**config.mk**
```make
export PLATFORM = sky130hd
export DESIGN_NAME = valid_2d_convolution
export DESIGN_NICKNAME = d
export VERILOG_FILES = /design/src/vconv_pkg.sv /design/src/valid_2d_convolution.sv /design/src/vconv_ctrl.sv /design/src/vconv_dp.sv
export VERILOG_INCLUDE_DIRS = /design/src /design/src/src
export SDC_FILE = /design/constraint.sdc
export NUM_CORES = 2
export LEC_CHECK = 0
export BUFFER_PORTS_ARGS = -buffer_cell sky130_fd_sc_hd__buf_2
export CAP_MARGIN = 40
export CELL_PAD_IN_SITES_DETAIL_PLACEMENT = 1
export CELL_PAD_IN_SITES_GLOBAL_PLACEMENT = 2
export CORE_MARGIN = 5
export CORE_UTILIZATION = 45
export DETAILED_ROUTE_END_ITERATION = 10
export PLACE_DENSITY_LB_ADDON = 0.1
export SETUP_SLACK_MARGIN = 0.3
export SLEW_MARGIN = 20
export SYNTH_ARGS = -nofsm -noshare
export SYNTH_HDL_FRONTEND = slang
export SYNTH_HIERARCHICAL = 1
export SYNTH_SLANG_ARGS = --single-unit
export TNS_END_PERCENT = 20
```
**constraint.sdc**
```tcl
create_clock -name clk -period 6.8 [get_ports clk]
set_input_delay 1.02 -clock clk [delete_from_list [all_inputs] [get_ports clk]]
set_output_delay 1.02 -clock clk [all_outputs]
set_load 0.02 [all_outputs]
```
**src/valid_2d_convolution_defines.svh**
```systemverilog
`ifndef VALID_2D_CONVOLUTION_DEFINES_SVH
`define VALID_2D_CONVOLUTION_DEFINES_SVH

// Immediate implication, sampled on the rising edge, quiet while in reset.
`define VCONV_ASSERT_NOW(name, ante, cons) \
  name: assert property (@(posedge clk) disable iff (!rst_n) (ante) |-> (cons)) \
    else $error("vconv check failed");

// Implication whose consequent is checked in the next cycle.
`define VCONV_ASSERT_NEXT(name, ante, cons) \
  name: assert property (@(posedge clk) disable iff (!rst_n) (ante) |=> (cons)) \
    else $error("vconv check failed");

`endif

```
**src/vconv_pkg.sv**
```systemverilog
`timescale 1ns / 1ps

package vconv_pkg;

  localparam int SUM_W     = 38;
  localparam int POS_W     = 3;
  localparam int CFG_W     = 4;
  localparam int CFG_IDX_W = 2;

  localparam logic [CFG_W-1:0] RST_IMAGE_ROWS  = 4'd8;
  localparam logic [CFG_W-1:0] RST_IMAGE_COLS  = 4'd8;
  localparam logic [CFG_W-1:0] RST_KERNEL_ROWS = 4'd3;
  localparam logic [CFG_W-1:0] RST_KERNEL_COLS = 4'd3;

  localparam logic REQ_KERNEL = 1'b0;
  localparam logic REQ_IMAGE  = 1'b1;

  typedef enum logic [CFG_IDX_W-1:0] {
    CFG_IMAGE_ROWS  = 2'd0,
    CFG_IMAGE_COLS  = 2'd1,
    CFG_KERNEL_ROWS = 2'd2,
    CFG_KERNEL_COLS = 2'd3
  } cfg_idx_t;

  typedef struct packed {
    logic load;
    logic start;
    logic step;
    logic emit;
  } cmd_t;

  typedef struct packed {
    logic img_last;
    logic too_big;
    logic tap_last;
    logic win_last;
    logic acc_done;
    logic out_free;
  } sts_t;

endpackage

```
**src/valid_2d_convolution.sv**
```systemverilog
`timescale 1ns / 1ps

// Valid-region 2D cross-correlation of an image (up to MAX_ROWS x MAX_COLS) with a kernel
// (up to MAX_KROWS x MAX_KCOLS), both loaded one signed word per transfer in raster order.
// in_req_type selects the store; the kernel pointer wraps, so a kernel stays loaded across
// images. The transfer of the final image sample starts a walk over all window positions,
// during which in_stall stays high: one shared multiply-accumulate reads one image/kernel
// pair per cycle while issuing, so each window reads kernel_rows*kernel_cols pairs, which pass
// through the memory read, product and accumulate registers before the emit, which waits if
// the output side stalls. Results come out in raster order with last set on the final one;
// a kernel larger than the image yields a single result with valid_window low.
module valid_2d_convolution #(
  parameter int MAX_ROWS    = 8,
  parameter int MAX_COLS    = 8,
  parameter int MAX_KROWS   = 8,
  parameter int MAX_KCOLS   = 8,
  parameter int SAMPLE_BITS = 16
) (
  input  logic                                 clk,
  input  logic                                 rst_n,
  input  logic                                 cfg_we,
  input  logic [vconv_pkg::CFG_IDX_W-1:0]      cfg_index,
  input  logic [vconv_pkg::CFG_W-1:0]          cfg_data,
  input  logic                                 in_valid,
  output logic                                 in_stall,
  input  logic                                 in_req_type,
  input  logic signed [15:0]                   in_sample,
  output logic                                 out_valid,
  input  logic                                 out_stall,
  output logic signed [vconv_pkg::SUM_W-1:0]   out_sum,
  output logic [vconv_pkg::POS_W-1:0]          out_row,
  output logic [vconv_pkg::POS_W-1:0]          out_col,
  output logic                                 out_valid_window,
  output logic                                 out_last
);

  vconv_pkg::cmd_t cmd;
  vconv_pkg::sts_t sts;

  vconv_ctrl u_ctrl (
    .clk      (clk),
    .rst_n    (rst_n),
    .in_valid (in_valid),
    .in_stall (in_stall),
    .sts      (sts),
    .cmd      (cmd)
  );

  vconv_dp #(
    .MAX_ROWS    (MAX_ROWS),
    .MAX_COLS    (MAX_COLS),
    .MAX_KROWS   (MAX_KROWS),
    .MAX_KCOLS   (MAX_KCOLS),
    .SAMPLE_BITS (SAMPLE_BITS)
  ) u_dp (
    .clk              (clk),
    .rst_n            (rst_n),
    .cfg_we           (cfg_we),
    .cfg_index        (cfg_index),
    .cfg_data         (cfg_data),
    .in_req_type      (in_req_type),
    .in_sample        (in_sample),
    .out_stall        (out_stall),
    .out_valid        (out_valid),
    .out_sum          (out_sum),
    .out_row          (out_row),
    .out_col          (out_col),
    .out_valid_window (out_valid_window),
    .out_last         (out_last),
    .cmd              (cmd),
    .sts              (sts)
  );

endmodule

```
**src/vconv_ctrl.sv**
```systemverilog
`timescale 1ns / 1ps

module vconv_ctrl (
  input  logic             clk,
  input  logic             rst_n,
  input  logic             in_valid,
  output logic             in_stall,
  input  vconv_pkg::sts_t  sts,
  output vconv_pkg::cmd_t  cmd
);

  typedef enum logic [1:0] {
    S_IDLE,
    S_ISSUE,
    S_EMIT
  } state_t;

  state_t state_r, state_nxt;

  assign in_stall = (state_r != S_IDLE);

  always_comb begin
    state_nxt = state_r;
    cmd       = '0;
    case (state_r)
      S_IDLE: begin
        cmd.load = in_valid;
        if (in_valid && sts.img_last) begin
          if (sts.too_big) begin
            state_nxt = S_EMIT;
          end else begin
            cmd.start = 1'b1;
            state_nxt = S_ISSUE;
          end
        end
      end
      S_ISSUE: begin
        cmd.step = 1'b1;
        if (sts.tap_last) begin
          state_nxt = S_EMIT;
        end
      end
      S_EMIT: begin
        if ((sts.too_big || sts.acc_done) && sts.out_free) begin
          cmd.emit = 1'b1;
          if (sts.too_big || sts.win_last) begin
            state_nxt = S_IDLE;
          end else begin
            state_nxt = S_ISSUE;
          end
        end
      end
      default: begin
        state_nxt = S_IDLE;
      end
    endcase
  end

  always_ff @(posedge clk) begin
    if (!rst_n) begin
      state_r <= S_IDLE;
    end else begin
      state_r <= state_nxt;
    end
  end

endmodule

```
**src/vconv_dp.sv**
```systemverilog
`timescale 1ns / 1ps
`include "valid_2d_convolution_defines.svh"

module vconv_dp #(
  parameter int MAX_ROWS    = 8,
  parameter int MAX_COLS    = 8,
  parameter int MAX_KROWS   = 8,
  parameter int MAX_KCOLS   = 8,
  parameter int SAMPLE_BITS = 16
) (
  input  logic                                 clk,
  input  logic                                 rst_n,
  input  logic                                 cfg_we,
  input  logic [vconv_pkg::CFG_IDX_W-1:0]      cfg_index,
  input  logic [vconv_pkg::CFG_W-1:0]          cfg_data,
  input  logic                                 in_req_type,
  input  logic signed [15:0]                   in_sample,
  input  logic                                 out_stall,
  output logic                                 out_valid,
  output logic signed [vconv_pkg::SUM_W-1:0]   out_sum,
  output logic [vconv_pkg::POS_W-1:0]          out_row,
  output logic [vconv_pkg::POS_W-1:0]          out_col,
  output logic                                 out_valid_window,
  output logic                                 out_last,
  input  vconv_pkg::cmd_t                      cmd,
  output vconv_pkg::sts_t                      sts
);

  localparam int MAXD_A = (MAX_ROWS > MAX_COLS) ? MAX_ROWS : MAX_COLS;
  localparam int MAXD_B = (MAX_KROWS > MAX_KCOLS) ? MAX_KROWS : MAX_KCOLS;
  localparam int MAXD   = (MAXD_A > MAXD_B) ? MAXD_A : MAXD_B;
  localparam int DW     = $clog2(MAXD + 1);
  localparam int IDEPTH = MAX_ROWS * MAX_COLS;
  localparam int KDEPTH = MAX_KROWS * MAX_KCOLS;
  localparam int ICW    = $clog2(IDEPTH + 1);
  localparam int KCW    = $clog2(KDEPTH + 1);
  localparam int IA     = (IDEPTH > 1) ? $clog2(IDEPTH) : 1;
  localparam int KA     = (KDEPTH > 1) ? $clog2(KDEPTH) : 1;
  localparam int SB     = SAMPLE_BITS;
  localparam int SUM_W  = vconv_pkg::SUM_W;
  localparam int POS_W  = vconv_pkg::POS_W;

  logic [vconv_pkg::CFG_W-1:0] img_rows_r, img_cols_r, ker_rows_r, ker_cols_r;
  logic [DW-1:0]  ir, ic, kr, kc;
  logic [ICW-1:0] itotal;
  logic [KCW-1:0] ktotal;

  logic [ICW-1:0] image_count_r, image_count_nxt, iptr, iptr_inc;
  logic [KCW-1:0] kernel_count_r, kernel_count_nxt, kptr, kptr_inc;
  logic [SB-1:0]  wdata;
  logic           load_img, load_ker;

  logic [SB-1:0]  image_mem [IDEPTH];
  logic [SB-1:0]  kernel_mem [KDEPTH];

  logic [DW-1:0]  r_r, c_r, ki_r, kj_r;
  logic [ICW-1:0] win_base_r, row_base_r, iaddr_r, win_base_nxt;
  logic [KCW-1:0] kaddr_r;
  logic           kj_end, c_end;

  logic signed [SB-1:0]    img_q_r, ker_q_r;
  logic signed [2*SB-1:0]  prod_r;
  logic signed [SUM_W-1:0] acc_r, prod_ext;
  logic v1_r, first1_r, last1_r;
  logic v2_r, first2_r, last2_r;
  logic acc_done_r;

  logic                    out_valid_r;
  logic signed [SUM_W-1:0] out_sum_r;
  logic [POS_W-1:0]        out_row_r, out_col_r;
  logic                    out_win_r, out_last_r;

  // configuration
  always_ff @(posedge clk) begin
    if (!rst_n) begin
      img_rows_r <= vconv_pkg::RST_IMAGE_ROWS;
      img_cols_r <= vconv_pkg::RST_IMAGE_COLS;
      ker_rows_r <= vconv_pkg::RST_KERNEL_ROWS;
      ker_cols_r <= vconv_pkg::RST_KERNEL_COLS;
    end else if (cfg_we) begin
      case (cfg_index)
        vconv_pkg::CFG_IMAGE_ROWS:  img_rows_r <= cfg_data;
        vconv_pkg::CFG_IMAGE_COLS:  img_cols_r <= cfg_data;
        vconv_pkg::CFG_KERNEL_ROWS: ker_rows_r <= cfg_data;
        vconv_pkg::CFG_KERNEL_COLS: ker_cols_r <= cfg_data;
        default: ;
      endcase
    end
  end

  // clamp: zero acts as one, saturate at the maximum
  assign ir = (img_rows_r == '0) ? DW'(1) :
              ((32'(img_rows_r) > MAX_ROWS) ? DW'(MAX_ROWS) : DW'(img_rows_r));
  assign ic = (img_cols_r == '0) ? DW'(1) :
              ((32'(img_cols_r) > MAX_COLS) ? DW'(MAX_COLS) : DW'(img_cols_r));
  assign kr = (ker_rows_r == '0) ? DW'(1) :
              ((32'(ker_rows_r) > MAX_KROWS) ? DW'(MAX_KROWS) : DW'(ker_rows_r));
  assign kc = (ker_cols_r == '0) ? DW'(1) :
              ((32'(ker_cols_r) > MAX_KCOLS) ? DW'(MAX_KCOLS) : DW'(ker_cols_r));

  assign itotal = ICW'(ir) * ICW'(ic);
  assign ktotal = KCW'(kr) * KCW'(kc);

  // load pointers
  assign wdata    = SB'($unsigned(in_sample));
  assign load_img = cmd.load && (in_req_type == vconv_pkg::REQ_IMAGE);
  assign load_ker = cmd.load && (in_req_type == vconv_pkg::REQ_KERNEL);

  assign iptr     = (image_count_r >= itotal) ? '0 : image_count_r;
  assign iptr_inc = iptr + ICW'(1);
  assign kptr     = (kernel_count_r >= ktotal) ? '0 : kernel_count_r;
  assign kptr_inc = kptr + KCW'(1);

  always_comb begin
    image_count_nxt  = image_count_r;
    kernel_count_nxt = kernel_count_r;
    if (load_img) begin
      image_count_nxt = (iptr_inc == itotal) ? '0 : iptr_inc;
    end
    if (load_ker) begin
      kernel_count_nxt = (kptr_inc == ktotal) ? '0 : kptr_inc;
    end
  end

  always_ff @(posedge clk) begin
    if (!rst_n) begin
      image_count_r  <= '0;
      kernel_count_r <= '0;
    end else begin
      image_count_r  <= image_count_nxt;
      kernel_count_r <= kernel_count_nxt;
    end
  end

  always_ff @(posedge clk) begin
    if (load_img) begin
      image_mem[iptr[IA-1:0]] <= wdata;
    end
    img_q_r <= image_mem[iaddr_r[IA-1:0]];
  end

  always_ff @(posedge clk) begin
    if (load_ker) begin
      kernel_mem[kptr[KA-1:0]] <= wdata;
    end
    ker_q_r <= kernel_mem[kaddr_r[KA-1:0]];
  end

  // window walk
  assign kj_end       = (kj_r + DW'(1) == kc);
  assign c_end        = (c_r + kc == ic);
  assign win_base_nxt = c_end ? (win_base_r + ICW'(kc)) : (win_base_r + ICW'(1));

  always_ff @(posedge clk) begin
    if (!rst_n) begin
      r_r        <= '0;
      c_r        <= '0;
      ki_r       <= '0;
      kj_r       <= '0;
      win_base_r <= '0;
      row_base_r <= '0;
      iaddr_r    <= '0;
      kaddr_r    <= '0;
    end else if (cmd.start) begin
      r_r        <= '0;
      c_r        <= '0;
      ki_r       <= '0;
      kj_r       <= '0;
      win_base_r <= '0;
      row_base_r <= '0;
      iaddr_r    <= '0;
      kaddr_r    <= '0;
    end else if (cmd.step) begin
      kaddr_r <= kaddr_r + KCW'(1);
      if (kj_end) begin
        if (!sts.tap_last) begin
          kj_r       <= '0;
          ki_r       <= ki_r + DW'(1);
          row_base_r <= row_base_r + ICW'(ic);
          iaddr_r    <= row_base_r + ICW'(ic);
        end
      end else begin
        kj_r    <= kj_r + DW'(1);
        iaddr_r <= iaddr_r + ICW'(1);
      end
    end else if (cmd.emit) begin
      ki_r       <= '0;
      kj_r       <= '0;
      kaddr_r    <= '0;
      win_base_r <= win_base_nxt;
      row_base_r <= win_base_nxt;
      iaddr_r    <= win_base_nxt;
      if (c_end) begin
        c_r <= '0;
        r_r <= r_r + DW'(1);
      end else begin
        c_r <= c_r + DW'(1);
      end
    end
  end

  // multiply-accumulate pipeline
  always_ff @(posedge clk) begin
    prod_r <= img_q_r * ker_q_r;
  end

  assign prod_ext = SUM_W'(prod_r);

  always_ff @(posedge clk) begin
    if (!rst_n) begin
      v1_r       <= 1'b0;
      first1_r   <= 1'b0;
      last1_r    <= 1'b0;
      v2_r       <= 1'b0;
      first2_r   <= 1'b0;
      last2_r    <= 1'b0;
      acc_done_r <= 1'b0;
    end else begin
      v1_r     <= cmd.step;
      first1_r <= (kaddr_r == '0);
      last1_r  <= sts.tap_last;
      v2_r     <= v1_r;
      first2_r <= first1_r;
      last2_r  <= last1_r;
      if (cmd.emit) begin
        acc_done_r <= 1'b0;
      end else if (v2_r && last2_r) begin
        acc_done_r <= 1'b1;
      end
    end
  end

  always_ff @(posedge clk) begin
    if (v2_r) begin
      acc_r <= first2_r ? prod_ext : (acc_r + prod_ext);
    end
  end

  // output register
  always_ff @(posedge clk) begin
    if (!rst_n) begin
      out_valid_r <= 1'b0;
    end else if (cmd.emit) begin
      out_valid_r <= 1'b1;
    end else if (!out_stall) begin
      out_valid_r <= 1'b0;
    end
  end

  always_ff @(posedge clk) begin
    if (cmd.emit) begin
      if (sts.too_big) begin
        out_sum_r  <= '0;
        out_row_r  <= '0;
        out_col_r  <= '0;
        out_win_r  <= 1'b0;
        out_last_r <= 1'b1;
      end else begin
        out_sum_r  <= acc_r;
        out_row_r  <= POS_W'(r_r);
        out_col_r  <= POS_W'(c_r);
        out_win_r  <= 1'b1;
        out_last_r <= sts.win_last;
      end
    end
  end

  assign out_valid        = out_valid_r;
  assign out_sum          = out_sum_r;
  assign out_row          = out_row_r;
  assign out_col          = out_col_r;
  assign out_valid_window = out_win_r;
  assign out_last         = out_last_r;

  assign sts.img_last = (in_req_type == vconv_pkg::REQ_IMAGE) && (iptr_inc == itotal);
  assign sts.too_big  = (kr > ir) || (kc > ic);
  assign sts.tap_last = kj_end && (ki_r + DW'(1) == kr);
  assign sts.win_last = c_end && (r_r + kr == ir);
  assign sts.acc_done = acc_done_r;
  assign sts.out_free = !out_valid_r || !out_stall;

  `VCONV_ASSERT_NOW(a_emit_slot_free, cmd.emit, !out_valid_r || !out_stall)
  `VCONV_ASSERT_NOW(a_done_drained, acc_done_r, !v1_r && !v2_r)
  `VCONV_ASSERT_NEXT(a_emit_shows, cmd.emit, out_valid_r)

endmodule
```
**Yosys cells after proc, flatten, opt, wreduce, memory -nomap -nowiden**

Memory sizes are Yosys's and may differ from the RTL's. A register that Yosys moved wholly into a read port is not among the register bits.
Cells that the tools add are included.

- $mul: 3
- Reduce and logical (&&, ||, !) cells: 34
- Order comparisons: 8
- Multiplexer cells: 48
- Equal/unequal tests: 18
- $add $sub $neg: 14
- Bitwise gates (word level): 3

Operators with widths:

| kind | count |
|---|---|
| 7-bit 2-to-1 mux | 13 |
| 4-bit 2-to-1 mux | 16 |
| 38-bit by 32-bit adder with 38-bit output | 1 |
| 38-bit 2-to-1 mux | 1 |
| 7-bit by 1-bit adder with 7-bit output (second input constant) | 5 |
| 16-bit by 16-bit multiplier with 32-bit output | 1 |
| 4-bit by 1-bit adder with 4-bit output (second input constant) | 4 |
| 4-bit equality test | 4 |
| 4-bit greater-than comparator (second input constant) | 4 |
| 4-bit logical NOT | 4 |
| 7-bit by 4-bit adder with 7-bit output | 2 |
| 7-bit equality test | 2 |
| 7-bit greater-or-equal comparator | 2 |
| 4-bit by 4-bit multiplier with 7-bit output | 2 |
| 1-bit 2-to-1 mux | 12 |
| 2-bit AND reduction | 6 |
| 2-bit 2-to-1 mux | 5 |
| 3-bit AND reduction | 3 |
| 4-bit adder | 2 |
| 4-bit greater-than comparator | 2 |
| 1-bit logical AND | 8 |
| 7-bit logical NOT | 1 |
| 2-bit equality test (second input constant) | 3 |
| 2-bit by 1-bit != test with 1-bit output (second input constant) | 3 |
| 10 further kinds | 22 |

- Bits of input ports: 28
- Logic and storage cells: 160
- Output and inout port bits: 48
- Register bits after elaboration: 200
- Memories: 2
- RAM bits: 2048

Memory list:

| memory | words | bits a word | rd ports | clocked after memory_dff | wr ports | line | source |
|---|---|---|---|---|---|---|---|
| u_dp.image_mem | 64 | 16 | 1 | 1 | 1 | vconv_dp.sv:53 | `logic [SB-1:0] image_mem [IDEPTH];` |
| u_dp.kernel_mem | 64 | 16 | 1 | 1 | 1 | vconv_dp.sv:54 | `logic [SB-1:0] kernel_mem [KDEPTH];` |

**Logic depth before layout (Yosys ltp)**

- Depth after elaboration: 15
- Depth in mapped cells: 34
- Gate-level depth less buffers: 31

**By module**

Netlist, hierarchy kept.

Modules (own cells, without submodules):

| module | sequential area each (µm²) | area each (µm²) | instances | cells each |
|---|---|---|---|---|
| vconv_dp | 66884.1 | 100651.5 | 1 | 5569 |
| vconv_ctrl | 40.0 | 158.9 | 1 | 20 |

**Worst setup path before layout**

No wires, ideal clock.

- Path kind: register -> register
- From: reg u_dp/img_rows_r[3] (netlist name)
- To: reg u_dp.ki_r[3]
- Period minus slack after synthesis: 6.519 ns
- Path buffers: 4
- Arrival time: 6.391 ns
- Data required time: 6.672 ns
- Slack: 0.281 ns
- Cell stages (with the launch flop): 32
- Setup time: 0.128 ns
- Path through: dfxtp_1 clkinv_1 o21ai_1 inv_1 nand2_1 fa_1 inv_1 fa_1 fa_1 a21o_1 a21oi_1 xnor2_1 ha_1 or3_1 a221oi_2 nor2_1 clkbuf_1 clkbuf_1 nor2_1 ha_1 nand3_1 xor2_1 xor2_1 o31ai_1 a32o_1 o211ai_2 nor3_1 and3b_1 nand2b_1 clkbuf_1 clkbuf_1 nor2_1

RTL lines:

| element | line | source |
|---|---|---|
| from (decl) | vconv_dp.sv:43 | `logic [vconv_pkg::CFG_W-1:0] img_rows_r, img_cols_r, ker_rows_r, ker_cols_r;` |
| from (signal assigned) | vconv_dp.sv:76 | `img_rows_r <= vconv_pkg::RST_IMAGE_ROWS;` |
| from (signal assigned) | vconv_dp.sv:82 | `vconv_pkg::CFG_IMAGE_ROWS: img_rows_r <= cfg_data;` |
| to (signal assigned) | vconv_dp.sv:178 | `ki_r <= ki_r + DW'(1);` |
| to (decl) | vconv_dp.sv:56 | `logic [DW-1:0] r_r, c_r, ki_r, kj_r;` |

==> impl_metrics.tcl <==
set metrics [dict create \
    maxSlewViolCount 0 \
    io_buffers 75 \
    synth_edf_count 2132 \
    crit_arrival_ns 6.93 \
    cts_tree "done" \
    route.detailed.drc 0 \
    synth.cell_area_um2 101000 \
    vias 52932 \
    layout_commonest_cell "edfxtp_1" \
    die_w_um 483 \
    worstSkewPairLatency_ns 0.89 \
    post-route-min-period_ns 6.21 \
    first_iter_violations 4828 \
    cpMaxStageDelayCell "fa_1" \
    ys_ff_latch 2277 \
    layout_common_cells "edfxtp_1, mux4_2, inv_1" \
    synthFlopType "edfxtp_1" \
    status "complete, no violations" \
    setup_violations 0 \
    wirelength_mm 274 \
    clock_sinks 2277 \
    grt_first_pass_wirelength_mm 402 \
    clkTransAtPathRegs_ns 0.06 \
    final-hold-violation-count 0 \
    fin_crit_sh_pct 91.3 \
    layout-drive-gt1-share_pct 24.4 \
    cp_slowest_stage_delay_ns 0.53 \
    cap_violations 0 \
    crit_type "reg2reg" \
    hp-start "out_stall" \
    peakVddDrop_uv 541 \
    dieArea_um2 234000 \
    dieHeight_um 483 \
    synth.yosys.warnings 6 \
    num-nets-final 6438 \
    fin_worst_skew_ns 0.0569 \
    grt.overflow.total 0 \
    grt_pass1_vias 56028 \
    synthArstFlopShare_pct 0 \
    timing.setup.tns_ns 0 \
    rows 173 \
    yosysSeqAreaShare_pct 66.4 \
    critical_path.max_fanout 5 \
    gp_congestion 0.798 \
    reg2reg_setup_slack_ns 0.59 \
    worst_pin_slew_ns 0.916 \
    grt_usage_pct 23.4 \
    fmax_ghz 0.161 \
    powerDensity_nw_per_um2 357 \
    holdPathEnd "u_dp/out_valid" \
    rsz0062_at_grt "yes" \
    design.portCount 76 \
    vias_per_cell 5.79 \
    synth_cell_type_count 87 \
    reg2regPathDepth 31 \
    antenna_found_initial 24 \
    slew_headroom_pct 37.2 \
    reg2reg_from "u_dp/img_rows_r[2]" \
    first_pass_iters 7 \
    numCtsBuffers 232 \
    worstSetupEndpointType "flop" \
    hold_class "in2reg" \
    synth_nets 6076 \
    r2r_end "u_dp/iaddr_r[0]" \
    design.core.area_um2 223000 \
    critPathMostFrequentCell "nor2_1" \
    hold_depth 3 \
    start_util_pct 45.3 \
    hpwl_mm 178 \
    clockBufferDepth 3 \
    power_uw 40900 \
    required_ns 7.53 \
    power.leakage_uw 0.0380 \
    area_growth_pct 13.6 \
    syn_area_per_cell_um2 18.0 \
    start_kind "flop" \
    grt_max_degree 92 \
    drtAntennaViolNets 0 \
    drt-wirelength-per-cell_um 30.0 \
    syn_inst 5589 \
    htree_levels 4 \
    cts-root-buf "clkbuf_16" \
]
## cell families (layout without fill, tap and decap cells)
| logic type | after synthesis | in the layout | share of synthesized area [%] |
|---|---|---|---|
| XOR/XNOR | 138 | 138 | 1.20 |
| buffers and inverters | 625 | 1193 | 2.53 |
| AND/OR/NAND/NOR | 968 | 968 | 4.61 |
| adder cells (fa/ha/maj) | 459 | 459 | 7.74 |
| flip-flops | 2277 | 2277 | 66.4 |
| AO/OA/AOI/OAI | 429 | 429 | 2.68 |
| other | 0 | 10 | 0 |
| multiplexers | 693 | 693 | 14.9 |
## synth_stat cells, types with 6 or more instances
| library cell | count | area, µm² |
|---|---|---|
| mux4_2 | 642 | 14500 |
| a21oi_1 | 118 | 591 |
| o221ai_1 | 9 | 78.8 |
| dfxtp_1 | 145 | 2900 |
| buf_2 | 50 | 250 |
| edfxtp_1 | 2132 | 64000 |
| nor2b_1 | 29 | 181 |
| fa_1 | 275 | 5510 |
| a21o_1 | 40 | 300 |
| clkbuf_1 | 167 | 627 |
| or2_2 | 6 | 37.5 |
| o22ai_1 | 11 | 68.8 |
| nand4_1 | 13 | 81.3 |
| buf_4 | 25 | 188 |
| nor3_1 | 26 | 130 |
| nand3_1 | 45 | 225 |
| xor2_1 | 55 | 482 |
| o21ai_1 | 45 | 225 |
| a31oi_1 | 19 | 119 |
| and3_1 | 52 | 325 |
| nor3b_1 | 7 | 52.6 |
| or3_1 | 18 | 113 |
| o21ai_0 | 80 | 400 |
| o31ai_1 | 8 | 60.1 |
| nor2_1 | 281 | 1050 |
| o211ai_1 | 10 | 75.1 |
| nand4b_1 | 8 | 70.1 |
| a211oi_1 | 18 | 135 |
| mux2i_1 | 47 | 470 |
| buf_6 | 7 | 78.8 |
| nand2_1 | 287 | 1080 |
| and2_1 | 123 | 769 |
| inv_1 | 349 | 1310 |
| buf_1 | 14 | 52.6 |
| nor4_1 | 11 | 68.8 |
| nand3b_1 | 7 | 52.6 |
| ha_1 | 184 | 2300 |
| inv_2 | 7 | 26.3 |
| xnor2_1 | 83 | 727 |
| nand2b_1 | 31 | 194 |
| clkinv_1 | 6 | 22.5 |
| o21a_1 | 14 | 105 |
## registers in the layout, summed over array words and instances (netlist names), 6 cells and up
name	count
u_dp/image_mem	1024
u_dp/kernel_mem	1024
u_dp/acc_r	38
u_dp/out_sum	38
u_dp/prod_r	32
u_dp/img_q_r	16
u_dp/ker_q_r	16
u_dp/image_count_r	7
u_dp/kaddr_r	7
u_dp/kernel_count_r	7
u_dp/iaddr_r	6
u_dp/row_base_r	6
u_dp/win_base_r	6
## report_power, final
group	switching, µW	leakage (µW)	total, µW	internal [µW]
clock	5490	0.00366	12600	7110
combinational	7160	0.0139	12400	5240
sequential	181	0.0204	15900	15700
## layout make-up
class,instances,area (µm²)
antenna,10,25.0
clock buffer,291,6070
clock inverter,149,1480
fill,20340,108000
inverter,362,1360
multi-input combinational,2687,31700
sequential,2277,67000
tap,2975,3720
timing repair buffer,391,3240
## critical path, delay by kind of cell (launching register included)
family                   cells  cell delay (ns)
flip-flops                   1             0.34
XOR/XNOR                     3             0.48
buffers and inverters        4             0.44
AND/OR/NAND/NOR             11             1.53
adder cells (fa/ha/maj)      5             1.95
AO/OA/AOI/OAI                8             1.36
## layer usage
metal | GRT usage (%) | part of all wire, % | vias to the layer above
met5 | 0 | 0 | -
met4 | 5.10 | 2.0 | 0
met3 | 4.00 | 6.1 | 306
met2 | 38.1 | 49 | 1545
met1 | 33.6 | 43 | 28699
li1 | - | - | 22382
## per-stage QoR
| stage | hold WS [ns] | utilization [%] | cells | setup slack, ns | area (µm²) |
|---|---|---|---|---|---|
| floorplan | 0.412 | - | 5589 | 0.281 | 101000 |
| global placement | 0.417 | 47.7 | 8654 | 0.0994 | 106000 |
| detailed placement | 0.421 | 47.9 | 8667 | 0.00539 | 107000 |
| CTS | 0.319 | 51.3 | 9109 | 0.318 | 114000 |
| global route | 0.382 | 51.5 | 9137 | 0.254 | 115000 |
| finish | 0.407 | 51.5 | 9142 | 0.592 | 115000 |
## worst max path at each step
stage,startpoint,end,depth (start not counted)
3_3_place_gp,u_dp/img_cols_r[3],u_dp/iaddr_r[5],28
3_5_place_dp,u_dp/img_cols_r[3],u_dp/iaddr_r[1],28
4_1_cts,u_dp/img_cols_r[3],u_dp/iaddr_r[0],31
2_1_floorplan,u_dp/img_rows_r[3],u_dp/ki_r[3],31
6_report,u_dp/img_rows_r[2],u_dp/iaddr_r[0],31
5_1_grt,u_dp/img_cols_r[3],u_dp/iaddr_r[0],31
## timing repair
item,4_1_cts,5_1_grt
pin swaps,1,17
cloned,0,0
endpoints found under the setup margin,27,68
gates resized for setup,7,46
buffers inserted,2,15
hold buffers,0,0
Note: power is estimated with default switching activity, not from simulation.
